$ cat config.mk
export PLATFORM = sky130hd
export DESIGN_NAME = terminal_line_editor
export DESIGN_NICKNAME = d
export VERILOG_FILES = /design/src/tle_pkg.sv /design/src/tle_ram.sv /design/src/tle_ctrl.sv /design/src/tle_out.sv /design/src/terminal_line_editor.sv
export SDC_FILE = /design/constraint.sdc
export NUM_CORES = 1
export LEC_CHECK = 0
export BUFFER_PORTS_ARGS = -buffer_cell sky130_fd_sc_hd__clkbuf_2
export CAP_MARGIN = 20
export CORE_UTILIZATION = 45
export CTS_CLUSTER_SIZE = 40
export DETAILED_ROUTE_END_ITERATION = 7
export HOLD_SLACK_MARGIN = 0.15
export PLACE_DENSITY_LB_ADDON = 0.12
export SYNTH_ARGS = -nofsm -noshare
export SYNTH_HDL_FRONTEND = slang
export SYNTH_SLANG_ARGS = --single-unit
$ cat constraint.sdc
create_clock -name aclk -period 6 [get_ports aclk]
set_clock_uncertainty 0.2 [all_clocks]
set_input_delay 0.3 -clock aclk [delete_from_list [all_inputs] [get_ports aclk]]
set_output_delay 0.3 -clock aclk [all_outputs]
set_load 0.02 [all_outputs]
$ cat src/tle_pkg.sv
// shared types and constants of the terminal line editor
package tle_pkg;

    // default depth of the line store
    localparam int STORE_DEPTH_DEF = 64;

    // configuration port
    localparam int CFG_DATA_W = 16;
    localparam logic CFG_MAX_LEN     = 1'b0;
    localparam logic CFG_ESC_TIMEOUT = 1'b1;
    localparam logic [6:0]  MAX_LEN_RST     = 7'd64;
    localparam logic [15:0] ESC_TIMEOUT_RST = 16'd1000;

    // item kinds
    localparam logic [2:0] KIND_BEGIN  = 3'd0;
    localparam logic [2:0] KIND_PRESET = 3'd1;
    localparam logic [2:0] KIND_RECV   = 3'd2;
    localparam logic [2:0] KIND_TICK   = 3'd3;
    localparam logic [2:0] KIND_READ   = 3'd4;

    // character codes
    localparam logic [7:0] CH_NUL   = 8'h00;
    localparam logic [7:0] CH_BS    = 8'h08;
    localparam logic [7:0] CH_LF    = 8'h0A;
    localparam logic [7:0] CH_CR    = 8'h0D;
    localparam logic [7:0] CH_ESC   = 8'h1B;
    localparam logic [7:0] CH_SPACE = 8'h20;
    localparam logic [7:0] CH_LBRK  = 8'h5B;
    localparam logic [7:0] CH_C     = 8'h43;
    localparam logic [7:0] CH_D     = 8'h44;

    // result job handed from the control logic to the output sequencer
    typedef struct packed {
        logic       valid;
        logic [1:0] last_idx;
        logic [7:0] b0;
        logic [7:0] b1;
        logic [7:0] b2;
        logic       rd;
        logic       rd_hit;
        logic       fin;
        logic [7:0] key;
        logic [5:0] len;
    } job_t;

endpackage

$ cat src/tle_ram.sv
// generic single-port-write, registered-read ram
module tle_ram #(
    parameter int WIDTH = 8,
    parameter int DEPTH = 64
) (
    input  logic                     aclk,
    input  logic                     we,
    input  logic [$clog2(DEPTH)-1:0] waddr,
    input  logic [WIDTH-1:0]         wdata,
    input  logic                     re,
    input  logic [$clog2(DEPTH)-1:0] raddr,
    output logic [WIDTH-1:0]         rdata
);

    logic [WIDTH-1:0] mem [DEPTH];
    logic [WIDTH-1:0] rdata_reg;

    // write port and registered read port
    always_ff @(posedge aclk) begin
        if (we) begin
            mem[waddr] <= wdata;
        end
        if (re) begin
            rdata_reg <= mem[raddr];
        end
    end

    assign rdata = rdata_reg;

endmodule

$ cat src/tle_ctrl.sv
// editor state, configuration registers and per-item decisions
module tle_ctrl #(
    parameter int STORE_DEPTH = tle_pkg::STORE_DEPTH_DEF
) (
    input  logic                            aclk,
    input  logic                            aresetn,
    input  logic                            cfg_we,
    input  logic                            cfg_index,
    input  logic [tle_pkg::CFG_DATA_W-1:0]  cfg_wdata,
    input  logic                            accept,
    input  logic [2:0]                      kind,
    input  logic [7:0]                      data_byte,
    input  logic [5:0]                      read_index,
    output tle_pkg::job_t                   job,
    output logic                            ram_we,
    output logic [$clog2(STORE_DEPTH)-1:0]  ram_waddr,
    output logic [7:0]                      ram_wdata,
    output logic                            ram_re,
    output logic [$clog2(STORE_DEPTH)-1:0]  ram_raddr
);

    localparam int POS_W = $clog2(STORE_DEPTH);
    localparam int LIM_W = ((POS_W > 7) ? POS_W : 7) + 1;
    localparam int WID_W = POS_W + 6;

    typedef enum logic [1:0] {
        MODE_IDLE,
        MODE_EDIT,
        MODE_ESC,
        MODE_CSI
    } mode_t;

    mode_t            mode_reg, mode_next;
    logic [POS_W-1:0] cursor_reg, cursor_next;
    logic [POS_W-1:0] length_reg, length_next;
    logic [15:0]      wait_reg, wait_next;
    logic [6:0]       max_len_reg;
    logic [15:0]      esc_timeout_reg;

    logic [LIM_W-1:0] lim_len;
    logic [LIM_W-1:0] lim_cap;
    logic [LIM_W-1:0] limit;
    logic [WID_W-1:0] ri_wide;
    logic [WID_W-1:0] len_wide;
    logic             rd_hit;

    // line end: LF then CR, both tagged with the key
    function automatic tle_pkg::job_t finish_job(input logic [7:0] key);
        tle_pkg::job_t j;
        j = '0;
        j.valid    = 1'b1;
        j.last_idx = 2'd1;
        j.b0       = tle_pkg::CH_LF;
        j.b1       = tle_pkg::CH_CR;
        j.fin      = 1'b1;
        j.key      = key;
        return j;
    endfunction

    // three echo bytes
    function automatic tle_pkg::job_t triple_job(input logic [7:0] a, input logic [7:0] b,
                                                 input logic [7:0] c);
        tle_pkg::job_t j;
        j = '0;
        j.valid    = 1'b1;
        j.last_idx = 2'd2;
        j.b0       = a;
        j.b1       = b;
        j.b2       = c;
        return j;
    endfunction

    // one echo byte
    function automatic tle_pkg::job_t single_job(input logic [7:0] a);
        tle_pkg::job_t j;
        j = '0;
        j.valid = 1'b1;
        j.b0    = a;
        return j;
    endfunction

    // typing limit: max_len - 1, capped by the store
    assign lim_len = (max_len_reg == 7'd0) ? '0 : LIM_W'(max_len_reg) - LIM_W'(1);
    assign lim_cap = LIM_W'(STORE_DEPTH - 1);
    assign limit   = (lim_len < lim_cap) ? lim_len : lim_cap;

    // read-back address; positions at or beyond the length read as zero
    assign ri_wide   = WID_W'(read_index);
    assign rd_hit    = ri_wide < WID_W'(length_reg);
    assign ram_raddr = ri_wide[POS_W-1:0];

    // next state and result job of the accepted item
    always_comb begin
        mode_next   = mode_reg;
        cursor_next = cursor_reg;
        length_next = length_reg;
        wait_next   = wait_reg;
        job         = '0;
        ram_we      = 1'b0;
        ram_waddr   = cursor_reg;
        ram_wdata   = data_byte;
        ram_re      = 1'b0;
        if (accept) begin
            unique case (kind)
                tle_pkg::KIND_BEGIN: begin
                    cursor_next = '0;
                    length_next = '0;
                    mode_next   = MODE_EDIT;
                end
                tle_pkg::KIND_PRESET: begin
                    if (mode_reg == MODE_EDIT && data_byte != tle_pkg::CH_NUL &&
                        LIM_W'(length_reg) < limit) begin
                        ram_we      = 1'b1;
                        ram_waddr   = length_reg;
                        length_next = length_reg + POS_W'(1);
                        cursor_next = length_reg + POS_W'(1);
                        job         = single_job(data_byte);
                    end
                end
                tle_pkg::KIND_RECV: begin
                    unique case (mode_reg)
                        MODE_EDIT: begin
                            if (data_byte == tle_pkg::CH_ESC) begin
                                mode_next = MODE_ESC;
                                wait_next = esc_timeout_reg;
                            end else if (data_byte == tle_pkg::CH_LF ||
                                         data_byte == tle_pkg::CH_CR) begin
                                mode_next = MODE_IDLE;
                                job       = finish_job(data_byte);
                            end else if (data_byte == tle_pkg::CH_BS) begin
                                if (cursor_reg != '0) begin
                                    if (cursor_reg == length_reg) begin
                                        length_next = length_reg - POS_W'(1);
                                    end
                                    cursor_next = cursor_reg - POS_W'(1);
                                    job = triple_job(tle_pkg::CH_BS, tle_pkg::CH_SPACE,
                                                     tle_pkg::CH_BS);
                                end
                            end else if (cursor_reg == '0 &&
                                         data_byte == tle_pkg::CH_SPACE) begin
                                // leading space dropped
                            end else if (LIM_W'(cursor_reg) < limit) begin
                                ram_we = 1'b1;
                                if (cursor_reg == length_reg) begin
                                    length_next = length_reg + POS_W'(1);
                                end
                                cursor_next = cursor_reg + POS_W'(1);
                                job         = single_job(data_byte);
                            end
                        end
                        MODE_ESC: begin
                            if (data_byte == tle_pkg::CH_LBRK) begin
                                mode_next = MODE_CSI;
                                wait_next = esc_timeout_reg;
                            end else begin
                                mode_next = MODE_IDLE;
                                job       = finish_job(tle_pkg::CH_ESC);
                            end
                        end
                        MODE_CSI: begin
                            mode_next = MODE_EDIT;
                            if (data_byte == tle_pkg::CH_D && cursor_reg != '0) begin
                                cursor_next = cursor_reg - POS_W'(1);
                                job = triple_job(tle_pkg::CH_ESC, tle_pkg::CH_LBRK,
                                                 tle_pkg::CH_D);
                            end else if (data_byte == tle_pkg::CH_C &&
                                         cursor_reg < length_reg) begin
                                cursor_next = cursor_reg + POS_W'(1);
                                job = triple_job(tle_pkg::CH_ESC, tle_pkg::CH_LBRK,
                                                 tle_pkg::CH_C);
                            end
                        end
                        default: begin
                            // idle: received bytes ignored
                        end
                    endcase
                end
                tle_pkg::KIND_TICK: begin
                    if (mode_reg == MODE_ESC || mode_reg == MODE_CSI) begin
                        if (wait_reg == 16'd0) begin
                            if (mode_reg == MODE_ESC) begin
                                mode_next = MODE_IDLE;
                                job       = finish_job(tle_pkg::CH_ESC);
                            end else begin
                                mode_next = MODE_EDIT;
                            end
                        end else begin
                            wait_next = wait_reg - 16'd1;
                        end
                    end
                end
                tle_pkg::KIND_READ: begin
                    ram_re     = 1'b1;
                    job.valid  = 1'b1;
                    job.rd     = 1'b1;
                    job.rd_hit = rd_hit;
                end
                default: begin
                    // unknown kinds ignored
                end
            endcase
        end
        len_wide = WID_W'(length_next);
        job.len  = len_wide[5:0];
    end

    // state and configuration registers
    always_ff @(posedge aclk) begin
        if (!aresetn) begin
            mode_reg        <= MODE_IDLE;
            cursor_reg      <= '0;
            length_reg      <= '0;
            wait_reg        <= '0;
            max_len_reg     <= tle_pkg::MAX_LEN_RST;
            esc_timeout_reg <= tle_pkg::ESC_TIMEOUT_RST;
        end else begin
            mode_reg   <= mode_next;
            cursor_reg <= cursor_next;
            length_reg <= length_next;
            wait_reg   <= wait_next;
            if (cfg_we) begin
                unique case (cfg_index)
                    tle_pkg::CFG_MAX_LEN:     max_len_reg     <= cfg_wdata[6:0];
                    tle_pkg::CFG_ESC_TIMEOUT: esc_timeout_reg <= cfg_wdata[15:0];
                    default: ;
                endcase
            end
        end
    end

endmodule

$ cat src/tle_out.sv
// output sequencer: holds one result job and emits its items in order
module tle_out (
    input  logic          aclk,
    input  logic          aresetn,
    input  logic          accept,
    input  tle_pkg::job_t job_in,
    input  logic [7:0]    ram_rdata,
    output logic          s_ready,
    output logic          m_valid,
    input  logic          m_ready,
    output logic [7:0]    m_out_byte,
    output logic          m_out_kind,
    output logic          m_line_done,
    output logic [7:0]    m_end_key,
    output logic [5:0]    m_line_length,
    output logic          m_last
);

    logic          valid_reg;
    tle_pkg::job_t job_reg;
    logic [1:0]    idx_reg;
    logic          is_last;
    logic          done_job;
    logic [7:0]    echo_byte;

    assign is_last  = idx_reg == job_reg.last_idx;
    assign done_job = valid_reg && m_ready && is_last;
    assign s_ready  = !valid_reg || done_job;

    // job slot and item index
    always_ff @(posedge aclk) begin
        if (!aresetn) begin
            valid_reg <= 1'b0;
            idx_reg   <= '0;
        end else if (accept && job_in.valid) begin
            valid_reg <= 1'b1;
            idx_reg   <= '0;
        end else if (done_job) begin
            valid_reg <= 1'b0;
        end else if (valid_reg && m_ready) begin
            idx_reg <= idx_reg + 2'd1;
        end
    end

    always_ff @(posedge aclk) begin
        if (accept && job_in.valid) begin
            job_reg <= job_in;
        end
    end

    // byte of the current item
    always_comb begin
        unique case (idx_reg)
            2'd0:    echo_byte = job_reg.b0;
            2'd1:    echo_byte = job_reg.b1;
            default: echo_byte = job_reg.b2;
        endcase
    end

    assign m_valid       = valid_reg;
    assign m_out_byte    = job_reg.rd ? (job_reg.rd_hit ? ram_rdata : 8'h00) : echo_byte;
    assign m_out_kind    = job_reg.rd;
    assign m_line_done   = job_reg.fin && is_last;
    assign m_end_key     = job_reg.key;
    assign m_line_length = job_reg.len;
    assign m_last        = is_last;

endmodule

$ cat src/terminal_line_editor.sv
// top level of the terminal line editor
// timing: the first result item is presented in the cycle after the input item is accepted
// throughput: an item causes zero to three result items, one per cycle while m_ready is high; the next
//   item is accepted in the cycle the last result of the previous one is taken,
//   and items without results are taken every cycle (set by the one-job output slot)
// reset: synchronous active-low clears cursor, length, mode, wait count and the
//   output slot and loads the configuration defaults; line store contents stay undefined
module terminal_line_editor #(
    parameter int STORE_DEPTH = tle_pkg::STORE_DEPTH_DEF
) (
    input  logic                           aclk,
    input  logic                           aresetn,
    input  logic                           cfg_we,
    input  logic                           cfg_index,
    input  logic [tle_pkg::CFG_DATA_W-1:0] cfg_wdata,
    input  logic                           s_valid,
    output logic                           s_ready,
    input  logic [2:0]                     s_kind,
    input  logic [7:0]                     s_data_byte,
    input  logic [5:0]                     s_read_index,
    output logic                           m_valid,
    input  logic                           m_ready,
    output logic [7:0]                     m_out_byte,
    output logic                           m_out_kind,
    output logic                           m_line_done,
    output logic [7:0]                     m_end_key,
    output logic [5:0]                     m_line_length,
    output logic                           m_last
);

    localparam int POS_W = $clog2(STORE_DEPTH);

    logic             accept;
    tle_pkg::job_t    job;
    logic             ram_we;
    logic [POS_W-1:0] ram_waddr;
    logic [7:0]       ram_wdata;
    logic             ram_re;
    logic [POS_W-1:0] ram_raddr;
    logic [7:0]       ram_rdata;

    assign accept = s_valid && s_ready;

    // editor state and decisions
    tle_ctrl #(.STORE_DEPTH(STORE_DEPTH)) u_ctrl (
        .aclk       (aclk),
        .aresetn    (aresetn),
        .cfg_we     (cfg_we),
        .cfg_index  (cfg_index),
        .cfg_wdata  (cfg_wdata),
        .accept     (accept),
        .kind       (s_kind),
        .data_byte  (s_data_byte),
        .read_index (s_read_index),
        .job        (job),
        .ram_we     (ram_we),
        .ram_waddr  (ram_waddr),
        .ram_wdata  (ram_wdata),
        .ram_re     (ram_re),
        .ram_raddr  (ram_raddr)
    );

    // line store
    tle_ram #(.WIDTH(8), .DEPTH(STORE_DEPTH)) u_store (
        .aclk  (aclk),
        .we    (ram_we),
        .waddr (ram_waddr),
        .wdata (ram_wdata),
        .re    (ram_re),
        .raddr (ram_raddr),
        .rdata (ram_rdata)
    );

    // result sequencing
    tle_out u_out (
        .aclk          (aclk),
        .aresetn       (aresetn),
        .accept        (accept),
        .job_in        (job),
        .ram_rdata     (ram_rdata),
        .s_ready       (s_ready),
        .m_valid       (m_valid),
        .m_ready       (m_ready),
        .m_out_byte    (m_out_byte),
        .m_out_kind    (m_out_kind),
        .m_line_done   (m_line_done),
        .m_end_key     (m_end_key),
        .m_line_length (m_line_length),
        .m_last        (m_last)
    );

endmodule

==> impl_results.md, run 1 <==
- Status: finished, final reports clean
- Yosys synthesis warning count: 0
- Design area: 0.0303 sq mm
- Placed cell area: 0.0277 sq mm
- Routability cong.: 0.913
- Actual slew at the worst max-slew pin: 1.25 ns
- R2r setup slk: 0.52 ns
- Critical-path top delay cell: o21ai_1
- Overall Power: 9180 uW
- DR iter-0 viols: 1819
- Hpwl dp: 45200 microns
- Main synth FF type: edfxtp_1
- Fin. max-slew vios: 0
- Most frequent cells after synthesis: edfxtp_1, mux4_2, nor2_1
- Flip-flop and latch count after synthesis: 608
- DR pass1 iterations: 6
- Data arrival time of the worst path: 5.52 ns
- Initial core utilization: 45.6%
- Layout area overhead: 14.8%
- Crit path required time: 6.04 ns
- Non-filler cells, final: 2600
- Hold/Removal Path Class: input pin to register
- Setup TNS: 0 ns
- P_leak: 0.00984 uW
- Fin. Hold Viols: 0
- Port-buffer cells: 65
- Netlist cell types: 83
- Slew headroom: 16.1%
- Largest register FFs: 512
- Deepest clock path buffer count: 3
- Critical path type: register to register
- I/O pin total: 66
- Delay-heaviest family, CP: compound AO/OA/AOI/OAI gates
- Postcts setup bufs: 0
- Post-Syn Instances: 1647
- Power Density: 303 mW/mm^2
- Worst IR Drop VDD: 0.253 mV
- RSZ-0062 raised after global routing: false
- Leading area contributor after synthesis: edfxtp_1
- # DRC: 0
- Ys async rst share: 0%
- CP max FO: 12
- Critical Path, Cell by Cell: nor4_4 -> and2_1 -> a22oi_1 -> o21ai_0 -> ha_1 -> nand2_1 -> o211ai_1 -> a2111oi_2 -> o211ai_1 -> a31o_1 -> buf_4 -> o2111a_1 -> o21ai_1 -> nor2_1
- Most frequent cell after synthesis: edfxtp_1
- Max Cap Viol: 0
- Clk root buf: clkbuf_16
- CP max stage delay: 0.96 ns
- Global-route wire length before repair: 104000 microns
- EDFF count, synth: 552
- Total GRT Usage: 23.9%
- Core area: 0.0578 sq mm
- Cell repeated most along the worst path: o211ai_1
- CP Capture Type: register
- Top cell type's share of synthesized area: 62.8%
- Site Rows: 88
- Register clock-pin slew on the reported worst setup and hold paths: 0.06 ns
- CTS buffer count: 67
- Die area: 0.0596 sq mm
- Synth top area cells: edfxtp_1, mux4_2, dfxtp_1
- Die Y: 244 microns
- Post-Syn Area: 0.0264 sq mm
- Post-Place Cells: 2426
- Final setup vio count: 0
- Part of the cycle the worst path needs: 91.4%
- Die X: 244 microns
- CP Launch Type: register
- Via-to-Cell Ratio: 6.05
- Antenna cells: 0
- Grt ovf: 0
- FMAX: 0.182 GHz
- # nets final: 1852
- Post-layout min period: 5.48 ns
- Final hold slack: 0.170 ns
- Layout cells sized above 1: 22.5%
- Clk sinks: 608
- Drt wl/cell: 26.9 microns
- Post-route ant nets: 0
- Post-synthesis sequential area ratio: 67.1%
- Total Routed Length: 69800 microns
- H-tree levels: 3
- Clk Latency, worst-skew pair: 0.60 ns
- Antenna violations before repair: 2
- Vias: 15700
- Vias in the first global route: 15400
- CTS tree: yes
- Syn avg cell area: 16.0 sq um
- WP buf/inv: 1
- Largest net degree at the start of global routing: 86
-- worst paths after layout --
path | startpoint | to | cells past startpoint
min | s_data_byte[7] | u_store.mem[25][7]$_DFFE_PP_ | 2
max | u_ctrl.max_len_reg[2]$_SDFFE_PN0P_ | u_store.mem[22][6]$_DFFE_PP_ | 14
min reg2reg | u_ctrl.esc_timeout_reg[13]$_SDFFE_PN0P_ | u_ctrl.esc_timeout_reg[13]$_SDFFE_PN0P_ | 2
max reg2reg | u_ctrl.max_len_reg[2]$_SDFFE_PN0P_ | u_store.mem[22][6]$_DFFE_PP_ | 14
-- power by group --
part           total, uW  switching [uW]  internal [uW]
sequential          4650            20.7           4630
combinational        618             378            240
clock               3910            1660           2250
total               9180            2060           7130
-- placed cells by master (no fill, tap or decap), types with 7 or more instances in the layout --
| cell type | Yosys | final |
|---|---|---|
| o22ai_1 | 7 | 7 |
| dfxtp_1 | 56 | 56 |
| inv_1 | 24 | 24 |
| a211oi_1 | 12 | 12 |
| o211ai_1 | 10 | 10 |
| nor2b_1 | 11 | 11 |
| ha_1 | 30 | 30 |
| buf_4 | 14 | 56 |
| clkbuf_1 | 68 | 14 |
| clkbuf_2 | 0 | 63 |
| xnor2_1 | 8 | 8 |
| nor3_1 | 35 | 35 |
| nor2_1 | 133 | 133 |
| a21o_1 | 7 | 7 |
| a31oi_1 | 14 | 14 |
| and2_1 | 20 | 20 |
| a21oi_1 | 89 | 89 |
| mux2i_1 | 11 | 11 |
| clkinv_1 | 1 | 15 |
| dlygate4sd3_1 | 0 | 53 |
| nand2_1 | 112 | 112 |
| nand3_1 | 46 | 46 |
| clkinv_2 | 0 | 16 |
| nand2b_1 | 9 | 9 |
| o21ai_0 | 37 | 37 |
| clkbuf_16 | 0 | 71 |
| edfxtp_1 | 552 | 552 |
| mux4_2 | 168 | 168 |
| nor4_1 | 10 | 10 |
-- cells by family (layout without fill, tap and decap cells) --
| kind of cell | Yosys count | count (layout) | share of synthesized area, % |
|---|---|---|---|
| AO/OA/AOI/OAI | 263 | 263 | 6.65 |
| XOR/XNOR | 12 | 12 | 0.398 |
| adder cells (fa/ha/maj) | 30 | 30 | 1.42 |
| buffers and inverters | 136 | 322 | 2.19 |
| flip-flops | 608 | 608 | 67.1 |
| multiplexers | 180 | 180 | 14.8 |
| other | 1 | 3 | 0.0142 |
| AND/OR/NAND/NOR | 417 | 417 | 7.43 |
-- timing repair --
| action | 4_1_cts | 5_1_grt |
|---|---|---|
| hold endpoints to repair | 103 | 3 |
| gates resized for setup | 0 | 0 |
| hold buffers | 52 | 1 |
-- per-layer routing --
metal / vias up / share of wire (%) / GRT usage (%)
met5: - / 0 / 0
met4: 0 / 1.9 / 5.28
met3: 104 / 6.7 / 3.96
met2: 652 / 47 / 36.9
met1: 8144 / 45 / 35.7
li1: 6842 / - / -
-- layout make-up --
class                           count  area, sq um
Inverter                           25         93.8
Clock inverter                     36          255
Fill cell                        4694        27500
Multi-Input combinational cell    905         8110
Tap cell                          765          957
Timing Repair Buffer              176         1330
Clock buffer                       85         1830
Sequential cell                   608        17700
-- through the flow --
| step | worst slack, ns | utilization, % |
|---|---|---|
| floorplan | 1.48 | - |
| global route | 0.216 | 52.4 |
| global placement | 0.736 | 47.8 |
| CTS | 0.661 | 52.4 |
| finish | 0.518 | 52.4 |
| detailed placement | 0.659 | 47.8 |
No activity file was read; power rests on OpenSTA's default activity.
==> run 2: changes to the inputs <==
--- a/config.mk
+++ b/config.mk
@@ -11,7 +11,7 @@
 export CTS_CLUSTER_SIZE = 40
 export DETAILED_ROUTE_END_ITERATION = 7
 export HOLD_SLACK_MARGIN = 0.15
-export PLACE_DENSITY_LB_ADDON = 0.12
+export SKIP_CTS_REPAIR_TIMING = 1
 export SYNTH_ARGS = -nofsm -noshare
 export SYNTH_HDL_FRONTEND = slang
 export SYNTH_SLANG_ARGS = --single-unit
==> impl_results.md, run 2 (same netlist as run 1, synthesis figures left out) <==
- Status: finished, final reports clean (unchanged)
- Post-route ant nets: 0 (unchanged)
- Vias: 15600 (was 15700)
- Fin. Hold Viols: 0 (unchanged)
- Layout cells sized above 1: 22.9% (was 22.5%)
- # nets final: 1832 (was 1852)
- FF/Latch Area: 0.0177 sq mm (unchanged)
- Total Routed Length: 67200 microns (was 69800 microns)
- CP max stage delay: 0.70 ns (was 0.96 ns)
- R2r setup slk: 0.53 ns (was 0.52 ns)
- Critical Path, Cell by Cell: nor2_1 -> nand2_1 -> o21ai_0 -> a22oi_1 -> o21ai_0 -> ha_1 -> nand2_1 -> o211ai_1 -> a2111oi_2 -> o211ai_1 -> a31o_1 -> o21ai_1 -> o2111ai_1 -> nor2_1 (was nor4_4 -> and2_1 -> a22oi_1 -> o21ai_0 -> ha_1 -> nand2_1 -> o211ai_1 -> a2111oi_2 -> o211ai_1 -> a31o_1 -> buf_4 -> o2111a_1 -> o21ai_1 -> nor2_1)
- Via-to-Cell Ratio: 6.07 (was 6.05)
- Multi-input logic area: 0.00811 sq mm (unchanged)
- CTS tree: yes (unchanged)
- CP startpoint: u_ctrl.max_len_reg[0]$_SDFFE_PN0P_ (was u_ctrl.max_len_reg[2]$_SDFFE_PN0P_)
- Core area: 0.0578 sq mm (unchanged)
- Worst reg-to-reg path cell count: 14 (unchanged)
- Delay-heaviest family, CP: compound AO/OA/AOI/OAI gates (unchanged)
- Data arrival time of the worst path: 5.52 ns (about the same)
- CP max FO: 15 (was 12)
- Part of the cycle the worst path needs: 91.2% (was 91.4%)
- Metal3 WL: 5120 microns (was 4700 microns)
- Largest register FFs: 512 (unchanged)
- DR iter-0 viols: 1491 (was 1819)
- Hpwl dp: 43700 microns (was 45200 microns)
- Register clock-pin slew on the reported worst setup and hold paths: 0.06 ns (about the same)
- Hold/Removal Path Class: input pin to register (unchanged)
- Critical path type: register to register (unchanged)
- Layout area overhead: 13.6% (was 14.8%)
- Antenna violations before repair: 1 (was 2)
- WP buf/inv: 0 (was 1)
- Clk root buf: clkbuf_16 (unchanged)
- Fillers: 4674 (was 4694)
- Die Y: 244 microns (unchanged)
- Clk Latency, worst-skew pair: 0.64 ns (was 0.60 ns)
- Grt ovf: 0 (unchanged)
- Final setup vio count: 0 (unchanged)
- I/O pin total: 66 (unchanged)
- Initial core utilization: 45.6% (unchanged)
- CP endpoint: u_store.mem[32][2]$_DFFE_PP_ (was u_store.mem[22][6]$_DFFE_PP_)
- DR pass1 iterations: 6 (unchanged)
- Global-route wire length before repair: 100000 microns (was 104000 microns)
- R2R Path End: u_store.mem[32][2]$_DFFE_PP_ (was u_store.mem[22][6]$_DFFE_PP_)
- Met1 WL: 29000 microns (was 31300 microns)
- Setup TNS: 0 ns (unchanged)
- Critical-path top delay cell: nor2_1 (was o21ai_1)
- Deepest clock path buffer count: 3 (unchanged)
- Antenna cells: 0 (unchanged)
- Vias in the first global route: 15200 (was 15400)
- Fin. max-slew vios: 0 (unchanged)
- Die X: 244 microns (unchanged)
- Top Metal Used: met5 (was met4)
- Placed cell area: 0.0277 sq mm (about the same)
- P_leak: 0.00972 uW (was 0.00984 uW)
- Largest net degree at the start of global routing: 77 (was 86)
- Max Cap Viol: 0 (unchanged)
- Slew headroom: 28.1% (was 16.1%)
- Worst reg2reg path startpoint: u_ctrl.max_len_reg[0]$_SDFFE_PN0P_ (was u_ctrl.max_len_reg[2]$_SDFFE_PN0P_)
- Die area: 0.0596 sq mm (unchanged)
- CP Launch Type: register (unchanged)
- Worst IR Drop VDD: 0.294 mV (was 0.253 mV)
- CP Capture Type: register (unchanged)
- Total GRT Usage: 22.7% (was 23.9%)
- Actual slew at the worst max-slew pin: 1.08 ns (was 1.25 ns)
- CTS buffer count: 60 (was 67)
- Crit. path cell count: 14 (unchanged)
- Routability cong.: 0.890 (was 0.913)
- Most common cell after layout, fill and taps aside: edfxtp_1 (unchanged)
- Design area: 0.0300 sq mm (was 0.0303 sq mm)
- Site Rows: 88 (unchanged)
- WL met2: 31100 microns (was 32500 microns)
- RSZ-0062 raised after global routing: false (unchanged)
- Drt wl/cell: 26.1 microns (was 26.9 microns)
- FMAX: 0.183 GHz (was 0.182 GHz)
- # DRC: 0 (unchanged)
- Port-buffer cells: 65 (unchanged)
- Power Density: 299 mW/mm^2 (was 303 mW/mm^2)
- Clk sinks: 608 (unchanged)
- Post-layout min period: 5.47 ns (was 5.48 ns)
- H-tree levels: 2 (was 3)
- Most frequent cells in the layout: edfxtp_1, mux4_2, nor2_1 (unchanged)
- Crit path required time: 6.05 ns (was 6.04 ns)
[run 2: cell count changes in the layout (fill, tap and decap cells not counted), sizes merged]
cell,change
buf,+6
inv,+5
clkinvlp,+2
bufinv,+3
clkinv,-6
dlygate4sd3,-18
clkbuf,-16
[run 2: area by class of cell]
type	instances	area share, %
Clock inverter	40	1.29
Timing Repair Buffer	163	3.94
Sequential cell	608	59.0
Clock buffer	70	5.17
Inverter	25	0.313
Tap cell	765	3.19
Multi-Input combinational cell	905	27.1
[run 2: worst reg2reg max path, delay by kind of cell, from the launching register on]
| family | cells | cell delay (ns) |
|---|---|---|
| compound gates | 9 | 3.02 |
| simple gates | 4 | 1.21 |
| fa+ha+maj | 1 | 0.31 |
| flops | 1 | 0.36 |
[run 2: worst min-delay path by stage]
stage / startpoint / endpoint / depth (start not counted)
2_1_floorplan: s_data_byte[0] / u_store.mem[0][0]$_DFFE_PP_ / 0
3_5_place_dp: u_ctrl.esc_timeout_reg[0]$_SDFFE_PN0P_ / u_ctrl.esc_timeout_reg[0]$_SDFFE_PN0P_ / 2
4_1_cts: cfg_wdata[8] / u_ctrl.esc_timeout_reg[8]$_SDFFE_PN1P_ / 3
3_3_place_gp: u_ctrl.esc_timeout_reg[14]$_SDFFE_PN0P_ / u_ctrl.esc_timeout_reg[14]$_SDFFE_PN0P_ / 2
5_1_grt: s_valid / u_out.job_reg[20]$_SDFFCE_PN0P_ / 5
6_report: s_valid / u_out.job_reg[20]$_SDFFCE_PN0P_ / 5
[run 2: report_power, final]
group	leakage, uW	switching (uW)	internal (uW)
clock network	0.000940	1630	2070
logic	0.00333	367	232
registers	0.00545	21.2	4630
total	0.00972	2020	6940
[run 2: through the flow]
| stage | hold slack [ns] | cells | power [uW] | setup slack [ns] | util (%) |
|---|---|---|---|---|---|
| floorplan | 0.199 | 1649 | 5090 | 1.48 | - |
| global route | 0.152 | 2576 | 9220 | 0.195 | 51.9 |
| detailed placement | 0.255 | 2431 | 5320 | 0.575 | 47.9 |
| finish | 0.111 | 2576 | 8960 | 0.531 | 51.9 |
| CTS | -0.339 | 2541 | 8990 | 0.549 | 51.2 |
| global placement | 0.250 | 2430 | 5320 | 0.656 | 47.9 |
[run 2: routing by layer]
layer	global-route usage, %	vias up
met3	4.13	129
met2	35.3	680
met1	32.6	8024
met5	0	-
met4	7.43	2
li1	-	6791
